$ cat config.mk
export PLATFORM = sky130hd
export DESIGN_NAME = best_fit_block_allocator_top
export DESIGN_NICKNAME = d
export VERILOG_FILES = /design/src/hdl/bfa_pkg.sv /design/src/hdl/bfa_ctrl.sv /design/src/hdl/bfa_dp.sv /design/src/hdl/best_fit_block_allocator_top.sv
export SDC_FILE = /design/constraint.sdc
export NUM_CORES = 2
export LEC_CHECK = 0
export BUFFER_PORTS_ARGS = -buffer_cell sky130_fd_sc_hd__buf_2
export CORE_MARGIN = 2
export CORE_UTILIZATION = 35
export DETAILED_ROUTE_END_ITERATION = 6
export GPL_TIMING_DRIVEN = 1
export SLEW_MARGIN = 20
export SYNTH_ARGS = -nofsm -noshare
export SYNTH_HDL_FRONTEND = slang
export SYNTH_HIERARCHICAL = 1
export SYNTH_SLANG_ARGS = --single-unit
$ cat constraint.sdc
create_clock -name clk_i -period 21.4 [get_ports clk_i]
set_clock_uncertainty 0.2 [all_clocks]
set_input_delay 4.28 -clock clk_i [delete_from_list [all_inputs] [get_ports clk_i]]
set_output_delay 4.28 -clock clk_i [all_outputs]
set_load 0.01 [all_outputs]
$ cat src/hdl/bfa_pkg.sv
// Package for the best-fit block allocator: field structs, status codes,
// controller states and the command/status structs between controller and datapath.
// No dependencies.
package bfa_pkg;

  localparam int unsigned TableEntriesDef = 16;
  localparam int unsigned AddrBitsDef     = 16;

  typedef enum logic [1:0] {
    StOk      = 2'd0,
    StNoFit   = 2'd1,
    StUnknown = 2'd2,
    StFull    = 2'd3
  } status_e;

  typedef enum logic {
    OpAlloc = 1'b0,
    OpFree  = 1'b1
  } opcode_e;

  typedef struct packed {
    logic        opcode;
    logic [16:0] req_words;
    logic [15:0] release_base;
  } req_t;

  typedef struct packed {
    logic [1:0]  status;
    logic [15:0] result_base;
    logic [16:0] result_words;
  } rsp_t;

  typedef enum logic [2:0] {
    SIdle,
    SAllocScan,
    SAllocDone,
    SFindUsed,
    SMergeScan,
    SFreeDone,
    SOut
  } state_e;

  // Controller to datapath.
  typedef struct packed {
    logic   load;        // capture request, clear scan state
    logic   scan_step;   // examine current entry, advance index
    logic   rescan;      // restart merge scan from entry 0
    logic   alloc_commit;
    logic   free_commit;
    logic   err_nofit;
    logic   err_unknown;
    logic   err_full;
  } cmd_t;

  // Datapath to controller.
  typedef struct packed {
    logic last;          // current index is the last entry
    logic hit_now;       // current entry matches (search or merge)
    logic best_ok;       // a fitting free block was found
    logic uslot_ok;      // an empty used slot exists
    logic fslot_ok;      // merge slot or empty free slot exists
    logic zero_req;
  } sts_t;

endpackage

$ cat src/hdl/bfa_ctrl.sv
// Controller state machine for the best-fit allocator.
// Depends on bfa_pkg.
module bfa_ctrl (
  input  logic           clk_i,
  input  logic           rst_ni,
  input  logic           in_valid_i,
  output logic           in_ready_o,
  output logic           out_valid_o,
  input  logic           out_ready_i,
  input  logic           opcode_i,
  input  bfa_pkg::sts_t  sts_i,
  output bfa_pkg::cmd_t  cmd_o
);

  bfa_pkg::state_e state_q, state_d;

  always_ff @(posedge clk_i or negedge rst_ni) begin
    if (!rst_ni) begin
      state_q <= bfa_pkg::SIdle;
    end else begin
      state_q <= state_d;
    end
  end

  always_comb begin
    state_d     = state_q;
    cmd_o       = '0;
    in_ready_o  = 1'b0;
    out_valid_o = 1'b0;
    unique case (state_q)
      bfa_pkg::SIdle: begin
        in_ready_o = 1'b1;
        if (in_valid_i) begin
          cmd_o.load = 1'b1;
          state_d = (opcode_i == bfa_pkg::OpFree) ? bfa_pkg::SFindUsed
                                                   : bfa_pkg::SAllocScan;
        end
      end
      bfa_pkg::SAllocScan: begin
        cmd_o.scan_step = 1'b1;
        if (sts_i.last) state_d = bfa_pkg::SAllocDone;
      end
      bfa_pkg::SAllocDone: begin
        priority if (sts_i.zero_req || !sts_i.best_ok) cmd_o.err_nofit = 1'b1;
        else if (!sts_i.uslot_ok) cmd_o.err_full = 1'b1;
        else cmd_o.alloc_commit = 1'b1;
        state_d = bfa_pkg::SOut;
      end
      bfa_pkg::SFindUsed: begin
        cmd_o.scan_step = 1'b1;
        if (sts_i.hit_now) begin
          cmd_o.rescan = 1'b1;
          state_d = bfa_pkg::SMergeScan;
        end else if (sts_i.last) begin
          cmd_o.err_unknown = 1'b1;
          state_d = bfa_pkg::SOut;
        end
      end
      bfa_pkg::SMergeScan: begin
        // A merge restarts the scan at entry 0, as each absorbed block may expose new neighbors.
        cmd_o.scan_step = 1'b1;
        if (sts_i.hit_now) begin
          cmd_o.rescan = 1'b1;
        end else if (sts_i.last) begin
          state_d = bfa_pkg::SFreeDone;
        end
      end
      bfa_pkg::SFreeDone: begin
        if (sts_i.fslot_ok) cmd_o.free_commit = 1'b1;
        else cmd_o.err_full = 1'b1;
        state_d = bfa_pkg::SOut;
      end
      bfa_pkg::SOut: begin
        out_valid_o = 1'b1;
        if (out_ready_i) state_d = bfa_pkg::SIdle;
      end
      default: state_d = bfa_pkg::SIdle;
    endcase
  end

endmodule

$ cat src/hdl/bfa_dp.sv
// Datapath for the best-fit allocator: free and used tables, scan index,
// best-fit tracker, merge accumulator and result register. Depends on bfa_pkg.
module bfa_dp #(
  parameter int unsigned TableEntries = bfa_pkg::TableEntriesDef,
  parameter int unsigned AddrBits     = bfa_pkg::AddrBitsDef
) (
  input  logic          clk_i,
  input  logic          rst_ni,
  input  logic          cfg_we_i,
  input  logic [16:0]   cfg_wdata_i,
  input  bfa_pkg::req_t req_i,
  input  bfa_pkg::cmd_t cmd_i,
  output bfa_pkg::sts_t sts_o,
  output bfa_pkg::rsp_t rsp_o
);

  localparam int unsigned IdxW = (TableEntries > 1) ? $clog2(TableEntries) : 1;
  localparam int unsigned LenW = AddrBits + 1;
  localparam logic [LenW-1:0] PoolMax = {1'b1, {AddrBits{1'b0}}};
  localparam logic [IdxW-1:0] LastIdx = IdxW'(TableEntries - 1);

  logic [AddrBits-1:0] fs_q [TableEntries];
  logic [LenW-1:0]     fl_q [TableEntries];
  logic [TableEntries-1:0] fv_q;
  logic [AddrBits-1:0] us_q [TableEntries];
  logic [LenW-1:0]     ul_q [TableEntries];
  logic [TableEntries-1:0] uv_q;

  logic [IdxW-1:0]     idx_q;
  logic [LenW-1:0]     req_q;
  logic [AddrBits-1:0] rbase_q;
  logic                best_ok_q;
  logic [IdxW-1:0]     best_q;
  logic [LenW-1:0]     slack_q;
  logic [IdxW-1:0]     uidx_q;
  logic [AddrBits-1:0] cs_q;
  logic [LenW:0]       cl_q;
  logic [LenW-1:0]     rel_q;
  logic                slot_ok_q;
  logic [IdxW-1:0]     slot_q;
  logic                merged_q;
  bfa_pkg::rsp_t       rsp_q;

  logic [LenW-1:0] pool_sat;
  logic [LenW-1:0] cur_len, slack_now;
  logic [AddrBits-1:0] cur_start;
  logic fit_now, better, used_hit, ends_at, starts_at, merge_hit;
  logic [LenW:0] end_cur, end_free;
  logic uempty_ok, fempty_ok;
  logic [IdxW-1:0] uempty, fempty;

  assign pool_sat  = (cfg_wdata_i > PoolMax) ? PoolMax : LenW'(cfg_wdata_i);
  assign cur_len   = fl_q[idx_q];
  assign cur_start = fs_q[idx_q];
  assign fit_now   = fv_q[idx_q] && (cur_len >= req_q);
  assign slack_now = cur_len - req_q;
  assign better    = !best_ok_q || (slack_now < slack_q) ||
                     ((slack_now == slack_q) && (cur_start < fs_q[best_q]));
  assign used_hit  = uv_q[idx_q] && (us_q[idx_q] == rbase_q);
  assign end_cur   = (LenW+1)'(cs_q) + cl_q;
  assign end_free  = (LenW+1)'(cur_start) + (LenW+1)'(cur_len);
  assign ends_at   = ((LenW+1)'(cur_start) == end_cur);
  assign starts_at = (end_free == (LenW+1)'(cs_q));
  assign merge_hit = fv_q[idx_q] && (ends_at || starts_at);

  // Lowest empty slot in each table; a priority encoder over valid bits.
  always_comb begin
    uempty_ok = 1'b0;
    fempty_ok = 1'b0;
    uempty    = '0;
    fempty    = '0;
    for (int i = TableEntries - 1; i >= 0; i--) begin
      if (!uv_q[i]) begin
        uempty_ok = 1'b1;
        uempty    = IdxW'(i);
      end
      if (!fv_q[i]) begin
        fempty_ok = 1'b1;
        fempty    = IdxW'(i);
      end
    end
  end

  always_comb begin
    sts_o          = '0;
    sts_o.last     = (idx_q == LastIdx);
    sts_o.hit_now  = merged_q ? merge_hit : used_hit;
    sts_o.best_ok  = best_ok_q;
    sts_o.uslot_ok = uempty_ok;
    sts_o.fslot_ok = slot_ok_q || fempty_ok;
    sts_o.zero_req = (req_q == '0);
  end

  // merged_q doubles as "merge phase active" so hit_now selects the right test.
  always_ff @(posedge clk_i or negedge rst_ni) begin
    if (!rst_ni) begin
      fv_q     <= TableEntries'(1);
      uv_q     <= '0;
      idx_q    <= '0;
      merged_q <= 1'b0;
      best_ok_q <= 1'b0;
      slot_ok_q <= 1'b0;
    end else if (cfg_we_i) begin
      uv_q   <= '0;
      fv_q   <= TableEntries'(pool_sat != '0);
    end else begin
      if (cmd_i.load) begin
        idx_q     <= '0;
        best_ok_q <= 1'b0;
        slot_ok_q <= 1'b0;
        merged_q  <= 1'b0;
      end else if (cmd_i.scan_step) begin
        idx_q <= cmd_i.rescan ? '0 : idx_q + IdxW'(1);
        if (!merged_q && req_q[LenW-1:0] != '0 && fit_now && better && !rsp_q.status[1]) begin
          best_ok_q <= 1'b1;
        end
        if (cmd_i.rescan) begin
          merged_q <= 1'b1;
          if (merged_q) begin
            fv_q[idx_q] <= 1'b0;
            if (!slot_ok_q) slot_ok_q <= 1'b1;
          end
        end
      end
      if (cmd_i.alloc_commit) begin
        uv_q[uempty] <= 1'b1;
        if (slack_q == '0) fv_q[best_q] <= 1'b0;
      end
      if (cmd_i.free_commit) begin
        fv_q[slot_ok_q ? slot_q : fempty] <= 1'b1;
        uv_q[uidx_q] <= 1'b0;
      end
      if (cmd_i.err_full || cmd_i.err_nofit || cmd_i.err_unknown) merged_q <= 1'b0;
      if (cmd_i.alloc_commit || cmd_i.free_commit) merged_q <= 1'b0;
    end
  end

  // Payload registers.
  always_ff @(posedge clk_i or negedge rst_ni) begin
    if (!rst_ni) begin
      for (int i = 0; i < TableEntries; i++) begin
        fs_q[i] <= '0;
        fl_q[i] <= (i == 0) ? PoolMax : '0;
        us_q[i] <= '0;
        ul_q[i] <= '0;
      end
      req_q   <= '0;
      rbase_q <= '0;
      best_q  <= '0;
      slack_q <= '0;
      uidx_q  <= '0;
      cs_q    <= '0;
      cl_q    <= '0;
      rel_q   <= '0;
      slot_q  <= '0;
      rsp_q   <= '0;
    end else if (cfg_we_i) begin
      fs_q[0] <= '0;
      fl_q[0] <= pool_sat;
    end else begin
      if (cmd_i.load) begin
        req_q   <= LenW'(req_i.req_words);
        rbase_q <= AddrBits'(req_i.release_base);
        rsp_q   <= '0;
      end
      if (cmd_i.scan_step) begin
        if (!merged_q && fit_now && better) begin
          best_q  <= idx_q;
          slack_q <= slack_now;
        end
        if (cmd_i.rescan) begin
          if (!merged_q) begin
            uidx_q <= idx_q;
            cs_q   <= us_q[idx_q];
            cl_q   <= (LenW+1)'(ul_q[idx_q]);
            rel_q  <= ul_q[idx_q];
          end else begin
            if (!slot_ok_q) slot_q <= idx_q;
            cl_q <= cl_q + (LenW+1)'(cur_len);
            if (!ends_at) cs_q <= cur_start;
          end
        end
      end
      if (cmd_i.alloc_commit) begin
        us_q[uempty] <= fs_q[best_q];
        ul_q[uempty] <= req_q;
        if (slack_q != '0) begin
          fs_q[best_q] <= fs_q[best_q] + req_q[AddrBits-1:0];
          fl_q[best_q] <= slack_q;
        end
        rsp_q.status       <= bfa_pkg::StOk;
        rsp_q.result_base  <= 16'(fs_q[best_q]);
        rsp_q.result_words <= 17'(req_q);
      end
      if (cmd_i.free_commit) begin
        fs_q[slot_ok_q ? slot_q : fempty] <= cs_q;
        fl_q[slot_ok_q ? slot_q : fempty] <= cl_q[LenW-1:0];
        rsp_q.status       <= bfa_pkg::StOk;
        rsp_q.result_base  <= 16'(rbase_q);
        rsp_q.result_words <= 17'(rel_q);
      end
      if (cmd_i.err_nofit)   rsp_q.status <= bfa_pkg::StNoFit;
      if (cmd_i.err_unknown) rsp_q.status <= bfa_pkg::StUnknown;
      if (cmd_i.err_full)    rsp_q.status <= bfa_pkg::StFull;
    end
  end

  assign rsp_o = rsp_q;

endmodule

$ cat src/hdl/best_fit_block_allocator_top.sv
// Best-fit block allocator with coalescing free, one word in flight at a time. The table
// scan, one entry per cycle, sets the timing: an allocate scans the whole free table once;
// a free scans the used table for the block, rescans the free table from entry 0 after each
// absorbed neighbor (at most two) and then makes a final pass. The next request is accepted
// in the cycle after the result is taken. Reset (async, active low) gives one free block of
// 65536 words and no used blocks, as a cfg_we_i write of 65536 does.
module best_fit_block_allocator_top #(
  parameter int unsigned TableEntries = bfa_pkg::TableEntriesDef,
  parameter int unsigned AddrBits     = bfa_pkg::AddrBitsDef
) (
  input  logic          clk_i,
  input  logic          rst_ni,
  input  logic          cfg_we_i,
  input  logic [16:0]   cfg_wdata_i,
  input  logic          in_valid_i,
  output logic          in_ready_o,
  input  bfa_pkg::req_t in_data_i,
  output logic          out_valid_o,
  input  logic          out_ready_i,
  output bfa_pkg::rsp_t out_data_o
);

  bfa_pkg::cmd_t cmd;
  bfa_pkg::sts_t sts;

  bfa_ctrl u_ctrl (
    .clk_i       (clk_i),
    .rst_ni      (rst_ni),
    .in_valid_i  (in_valid_i),
    .in_ready_o  (in_ready_o),
    .out_valid_o (out_valid_o),
    .out_ready_i (out_ready_i),
    .opcode_i    (in_data_i.opcode),
    .sts_i       (sts),
    .cmd_o       (cmd)
  );

  bfa_dp #(
    .TableEntries (TableEntries),
    .AddrBits     (AddrBits)
  ) u_dp (
    .clk_i       (clk_i),
    .rst_ni      (rst_ni),
    .cfg_we_i    (cfg_we_i),
    .cfg_wdata_i (cfg_wdata_i),
    .req_i       (in_data_i),
    .cmd_i       (cmd),
    .sts_o       (sts),
    .rsp_o       (out_data_o)
  );

endmodule

==> results.yml <==
synth:
  synth.most_common_cell: "dfrtp_1"
  yosysTopAreaCellShare_pct: 46.1
  ys_ff_latch: 1246
  synth_edf_count: 0
  synthTopCellsByArea: "dfrtp_1, mux4_2, mux2_2"
  ys_warn_count: 6
  synth_seq_area_share_pct: 46.2
  yosys.area.top_type: "dfrtp_1"
  synth_fp_nets: 5943
  yosys-top-cells-count: "dfrtp_1, mux2_2, nor2_1, clkbuf_1, nand2_1"
  synthCells: 5765
  synth_cell_types: 87
  async_flop_share_pct: 100
  avgSynthCellArea_um2: 11.7
  syn_area_mm2: 0.0675
  synth_flop_cell: "dfrtp_1"
setup_path:
  crit_arrival_ns: 10.48
  cp-end-kind: "flop"
  critical_path.most_common_cell: "mux2_2"
  worst_ep_required_time_ns: 21.88
  crit_path_top_delay_cell: "dfrtp_4"
  critPathLaunchType: "flop"
  setup.worst_path.class: "reg2reg"
  path_max_fanout: 45
  cp_slowest_stage_delay_ns: 0.88
  crit_chain: "buf_4 -> buf_4 -> mux4_2 -> mux2_2 -> mux2_2 -> ha_1 -> fa_1 -> xor2_1 -> or4_1 -> a221o_1 -> a2111oi_0 -> nand4b_1 -> nor4_1 -> nand4_1 -> nor4_1 -> a221o_1 -> a21boi_1 -> and3_1 -> nand2_1 -> nor2_1 -> mux2_2"
grt:
  antenna_found_initial: 10
  grt_pass1_wl_um: 378000
  grt_start_max_net_pins: 193
  grt_overflow_total: 0
  grtUsageTotal_pct: 26.2
  grt_pass1_vias: 52400
cts:
  root_buffer: "clkbuf_16"
  post_cts_resized: 0
  cts_hold_buffers: 0
  htreeDepth: 4
  cts.sinks: 1246
  numCtsBuffers: 140
  clockBufferDepth: 3
  cts_setup_buffers: 0
  clk_latency_ns: 0.82
  cts_tree: "built"
  clk_pin_slew_worst_paths_ns: 0.06
placement:
  place_ws_ns: 11.50
  place.port_buffers: 92
  place_congestion: 0.961
  hpwl_um: 163000
timing:
  min_period_over_period_pct: 46.7
  setup_viol_count_final: 0
  worst_pin_slew_ns: 1.24
  fmax_mhz: 100
  worst_slack_ns: 11.41
  slew_viol_final: 0
  fin_setup_tns_ns: 0
  hold_viol: 0
  grt_setup_unrepaired: "no"
  relSlewSlack_pct: 17.5
  finalCriticalPeriod_ns: 9.99
route:
  wirelength_um: 261000
  avgViaCountPerCell: 6.46
  vias: 53300
  antenna_left: 0
  drt_iter0_markers: 7420
  drcViolationCount: 0
  routedWlPerCell_um: 31.7
  dr.pass1.iters: 6
layout:
  regArea_mm2: 0.0312
  fill_cells: 18100
  final_nets: 5770
  area_growth_pct: 11.9
  drive_gt1_share_pct: 28.1
  multi_input_area_mm2: 0.0340
floorplan:
  initial_core_util_pct: 35.2
  rows: 161
  core_area_mm2: 0.192
  die_h_um: 443
  die-area_mm2: 0.196
  die_w_um: 443
  io_pins: 93
pwr:
  peakVddDrop_uv: 98.6
  powerDensity_mw_per_mm2: 121
  leakage_nw: 32.8
  fin_total_pwr_mw: 9.16
min_path:
  hold_path_class: "reg2reg"
job:
  cap_violations: 0
outcome:
  status: "finished, final reports clean"
==> layout by cell type, fill, tap and decap left out, types with 54 or more instances in the layout <==
master,Yosys,routed
dfrtp_1,1244,1237
mux2_2,607,607
nor2_1,477,460
nand2_1,429,423
mux4_2,403,403
a21oi_1,266,257
o21ai_0,238,238
clkbuf_16,0,144
buf_4,15,136
ha_1,117,117
a221o_1,116,116
inv_1,109,108
o22ai_1,101,101
a22oi_1,100,100
nor3_1,105,97
o22a_1,96,96
buf_2,29,90
a221oi_1,73,73
xnor2_1,57,54
==> routing by layer <==
| metal | GRT usage (%) | part of all wire [%] | up-vias |
|---|---|---|---|
| li1 | - | - | 21400 |
| met1 | 34.4 | 39 | 27600 |
| met2 | 38.9 | 44 | 3394 |
| met3 | 7.93 | 12 | 891 |
| met4 | 13.2 | 5.9 | 2 |
| met5 | 0 | 0.0031 | - |
==> kinds of logic (layout without fill, tap and decap cells) <==
| family | after synthesis | count (layout) | share of synthesized area [%] |
|---|---|---|---|
| other cells | 0 | 12 | 0 |
| fa+ha+maj | 122 | 122 | 2.32 |
| xor+xnor | 101 | 101 | 1.37 |
| buf+inv | 679 | 619 | 4.01 |
| simple gates | 1257 | 1257 | 8.12 |
| compound gates | 1320 | 1320 | 13.7 |
| flops | 1246 | 1246 | 46.2 |
| mux | 1040 | 1040 | 24.3 |
==> registers in the layout, indices dropped and copies added (netlist names), 18 cells and up <==
register / count
u_dp/fl_q: 272
u_dp/ul_q: 272
u_dp/fs_q: 256
u_dp/us_q: 256
u_dp/rsp_o: 35
u_dp/cl_q: 18
==> worst paths after layout <==
path	from	end	slack [ns]	depth (start not counted)
setup / recovery	u_dp/idx_q[0]$_DFFE_PN0P_	u_dp/slot_q[2]$_DFFE_PN0P_	11.41	21
hold / removal	u_dp/rsp_o[28]$_DFFE_PN0P_	u_dp/rsp_o[28]$_DFFE_PN0P_	0.28	2
setup reg to reg	u_dp/idx_q[0]$_DFFE_PN0P_	u_dp/slot_q[2]$_DFFE_PN0P_	11.41	21
hold reg to reg	u_dp/rsp_o[28]$_DFFE_PN0P_	u_dp/rsp_o[28]$_DFFE_PN0P_	0.28	2
max in group asynchronous	rst_ni	u_dp/fl_q[155]$_DFFE_PN0N_	13.93	6
min in group asynchronous	rst_ni	u_dp/us_q[195]$_DFFE_PN0P_	3.23	1
==> power breakdown <==
group          leakage [nW]  switching (mW)  internal [mW]
logic                  14.0            2.37           1.41
clock network          2.37            1.05           1.50
registers              16.5           0.324           2.50
total                  32.8            3.74           5.41
==> layout make-up <==
class / count / share of cell area (%)
multi-input combinational: 3840 / 45.1
clock inverter: 50 / 0.906
antenna: 12 / 0.0398
timing repair buffer: 241 / 2.35
tap: 2526 / 4.19
sequential: 1246 / 41.3
clock buffer: 205 / 5.51
inverter: 123 / 0.613
==> metrics by stage <==
stage | util (%) | hold slack, ns | cell area, µm² | cells
after floorplan | - | 0.245 | 67500 | 5765
after global placement | 36.7 | 0.258 | 70500 | 7972
after detailed placement | 36.7 | 0.265 | 70500 | 7973
after CTS | 39.3 | 0.282 | 75400 | 8228
after global routing | 39.3 | 0.298 | 75500 | 8233
final | 39.3 | 0.278 | 75500 | 8243
==> worst max-delay path: cells and delay by family (launching register included) <==
| kind | cells | cell delay [ns] |
|---|---|---|
| DFF | 1 | 0.88 |
| adders and majority gates | 2 | 0.74 |
| buffers and inverters | 2 | 1.52 |
| and+or+nand+nor | 8 | 2.80 |
| xor gates and xnor gates | 1 | 0.17 |
| muxes | 4 | 1.59 |
| AOI/OAI and AO/OA | 4 | 1.88 |
(Power assumes the default switching activity.)
